==> src/hw/rtl/mal_rem.sv <==
// Restoring remainder unit, one dividend bit per cycle.
// Standalone; used by the looper top level for all modulo operations.
module mal_rem #(
  parameter int DW = 17
) (
  input  logic          clk,
  input  logic          rst,
  input  logic          start,
  input  logic [DW-1:0] dividend,
  input  logic [DW-1:0] divisor,
  output logic          done,
  output logic [DW-1:0] rem
);

  localparam int CNTW = $clog2(DW + 1);

  logic [DW-1:0]   quo;
  logic [DW-1:0]   dsr;
  logic [CNTW-1:0] cnt;
  logic            busy;
  logic [DW:0]     trial;

  assign trial = {rem, quo[DW-1]};

  always_ff @(posedge clk) begin
    if (rst) begin
      busy <= 1'b0;
      done <= 1'b0;
      cnt  <= '0;
    end else begin
      done <= 1'b0;
      if (start) begin
        busy <= 1'b1;
        cnt  <= CNTW'(DW);
      end else if (busy) begin
        cnt <= cnt - 1'b1;
        if (cnt == CNTW'(1)) begin
          busy <= 1'b0;
          done <= 1'b1;
        end
      end
    end
  end

  always_ff @(posedge clk) begin
    if (start) begin
      rem <= '0;
      quo <= dividend;
      dsr <= divisor;
    end else if (busy) begin
      quo <= {quo[DW-2:0], 1'b0};
      if (trial >= {1'b0, dsr}) begin
        rem <= DW'(trial - {1'b0, dsr});
      end else begin
        rem <= trial[DW-1:0];
      end
    end
  end

  a_no_restart: assert property (@(posedge clk) disable iff (rst)
    busy && !start |=> busy || done) else $error("remainder unit lost its run");
  a_done_pulse: assert property (@(posedge clk) disable iff (rst)
    done |=> !done || $past(start, 1) == 1'b0) else $error("done held");
  a_cnt_zero_idle: assert property (@(posedge clk) disable iff (rst)
    done |-> !busy) else $error("done while busy");

endmodule

==> config.mk <==
export PLATFORM = sky130hd
export DESIGN_NAME = mal_rem
export DESIGN_NICKNAME = d
export VERILOG_FILES = /design/src/hw/rtl/mal_rem.sv
export SDC_FILE = /design/constraint.sdc
export NUM_CORES = 1
export LEC_CHECK = 0
export BUFFER_PORTS_ARGS = -buffer_cell sky130_fd_sc_hd__clkbuf_2
export CAP_MARGIN = 40
export CORE_MARGIN = 2
export CORE_UTILIZATION = 57
export CTS_CLUSTER_DIAMETER = 200
export DETAILED_ROUTE_END_ITERATION = 8
export GPL_TIMING_DRIVEN = 1
export PLACE_DENSITY = 0.87
export SKIP_CTS_REPAIR_TIMING = 1
export SLEW_MARGIN = 20
export SYNTH_ARGS = -nofsm -noshare
export SYNTH_HDL_FRONTEND = slang
export SYNTH_SLANG_ARGS = --single-unit
export TNS_END_PERCENT = 100
==> constraint.sdc <==
create_clock -name clk -period 3.1 [get_ports clk]
set_clock_uncertainty 0.05 [all_clocks]
set_input_delay 0.31 -clock clk [delete_from_list [all_inputs] [get_ports clk]]
set_output_delay 0.31 -clock clk [all_outputs]
set_load 0.01 [all_outputs]
==> metrics.csv <==
metric,value,unit
p_seq_frac,0.411,
critPathTopFamily,compound AO/OA/AOI/OAI gates,
grt_util_met2,0.389,
top_usage_layer,met2,
cts.sinks,58,
post-place-ws,149,ps
grt_overflow,0,
synth_cells,326,
min_to,dsr[1],
fin_crit,2810,ps
areaGrowthSynthToFinish,16.8,%
clock.fmax,355,MHz
cts_root_buf,clkbuf_8,
synth_top_area_cell,edfxtp_1,
rsz0062_at_grt,false,
reg2reg_depth,11,
portBuffers,54,
cp-start-kind,flip-flop,
drt_first_pass_iters,5,
swShare,0.304,
p_comb_frac,0.236,
p_per_area,575,nW/um^2
antenna_cells,0,
hold_viol,0,
critPathArrivalTime,3010,ps
max_slew_margin,0.534,
fillers,459,
r2r_start,quo[16],
critPathKind,flip-flop to flip-flop,
worstHoldPathType,primary input to flip-flop,
wl_per_cell,16.3,um
die_h,81,um
clkTransAtPathRegs,80,ps
synth_edf_count,34,
fin_tns_setup,0,ps
cts_max_path_buffers,2,
grt_pass1_vias,2596,
whs_path_depth,1,
worst_slew_pin_slew,698,ps
multi_input_area,1710,um^2
critPathMaxFanout,8,
clock_power_share,0.353,
p_switching,689,uW
io_pins,55,
place_congestion,0.888,
crit_required,3300,ps
seq_area_frac_synth,0.444,
status,completed,
r2r_end,rem[12],
path_buf_inv,3,
cts_made_buffers,9,
wirelength,7520,um
finalWorstSetupSlack,286,ps
floorplan.initialDensity,0.581,
hp-start,divisor[1],
vias_per_cell,6.00,
synthFlopType,edfxtp_1,
finalCritPeriodShare,0.908,
worst_ir_drop_vdd,0.420,mV
cp_cell_sequence,inv_1 -> ha_1 -> inv_1 -> fa_1 -> a21o_1 -> a221oi_4 -> a2111oi_4 -> nor3b_2 -> buf_4 -> nor4_1 -> a211o_1,
track_usage,0.239,
ys_ff_latch,58,
yosys-top-cells-area,"edfxtp_1, dfxtp_1, ha_1",
max_stage_delay,400,ps
rows,28,
netlist_area,3380,um^2
synth_nets,383,
core_area,5820,um^2
final-setup-viol-count,0,
leakage,1.69,nW
cpMaxStageDelayCell,fa_1,
netlist.area_leader.share,0.302,
cts_tree,yes,
fp.dieW,81,um
grt_pass1_wl,11900,um
remaining_drc_errors,0,
antenna_found_initial,0,
use_met3,0.0789,
synthArstFlopShare,0,
cts_htree_levels,3,
place_inst,445,
fin_nets,438,
vias,2765,
holdWs,76.8,ps
maxCapViolCount,0,
clock_latency,350,ps
die_area,6560,um^2
stdcell_count,461,
synth.distinct_cells,59,
path_common_cell,inv_1,
grt_max_degree,34,
endpoint_kind,flip-flop,
drive_above_1_share,0.282,
drv_slew,0,
p_int,1.58,mW
drt_first_iter_violations,325,
grt.met1_usage,0.292,
dp_hpwl,5210,um
final-seq-area,1500,um^2
yosysWarnings,0,
ant_nets,0,
avgSynthCellArea,10.4,um^2
synth_common_cells,"edfxtp_1, nor2_1, inv_1",
r2r_slack,290,ps
-- metal layers --
layer	routed length, um	vias up
li1	-	1312
met1	3080	1283
met2	3680	140
met4	206	0
met3	547	30
met5	0	-
-- cell usage in the layout, fill, tap and decap left out, types with 7 or more instances in the layout --
cell,n
clkbuf_2,54
nor2_1,34
edfxtp_1,34
inv_1,25
dfxtp_1,24
ha_1,19
mux2_2,16
nand2_1,16
a21oi_1,16
o21ai_0,9
clkbuf_8,9
xnor2_1,8
a211oi_1,8
xor2_1,7
mux2i_1,7
buf_4,7
-- stage by stage --
stage	cell area (um^2)	util	power, mW
6_report	3950	0.679	2.27
5_1_grt	3950	0.679	2.36
4_1_cts	3950	0.679	2.26
3_5_place_dp	3720	0.640	1.46
3_3_place_gp	3720	0.640	1.44
2_1_floorplan	3380	-	1.32
-- final cells by class --
cell class              instances  share of cell area
clock inverters                 7              0.0260
multi-input cells             226               0.433
well taps                      75              0.0238
inverters                      25              0.0238
clock buffers                   9              0.0314
repair buffers                 61              0.0817
flip-flops and latches         58               0.380
-- worst max path at each step --
stage	from	end	slack, ps	cells after the start
floorplan	quo[16]	rem[1]	380	11
global placement	quo[16]	rem[6]	230	10
detailed placement	quo[16]	rem[6]	150	10
CTS	quo[16]	rem[6]	120	10
global route	quo[16]	rem[6]	120	10
finish	quo[16]	rem[12]	290	11
-- flip-flops by register name (all words and copies together), names as in the netlist --
name / count
busy: 1
cnt: 5
done: 1
dsr: 17
quo: 17
rem: 17
-- power by group through the flow --
stage / sequential, mW / combinational (mW) / clock, mW
6_report: 0.932 / 0.536 / 0.801
5_1_grt: 0.939 / 0.586 / 0.835
4_1_cts: 0.932 / 0.522 / 0.811
3_5_place_dp: 0.948 / 0.514 / 0
2_1_floorplan: 0.945 / 0.376 / 0
3_3_place_gp: 0.946 / 0.495 / 0
-- cell families (layout without fill, tap and decap cells) --
family                   after synthesis  in the layout  share of synthesized area
AO/OA/AOI/OAI                         75             75                      0.174
XOR/XNOR                              15             15                     0.0389
adder cells (fa/ha/maj)               20             20                     0.0763
buffers and inverters                 42            102                     0.0504
flip-flops                            58             58                      0.444
multiplexers                          23             23                     0.0740
AND/OR/NAND/NOR                       93             93                      0.143
Note: power is estimated with default switching activity, not from simulation.
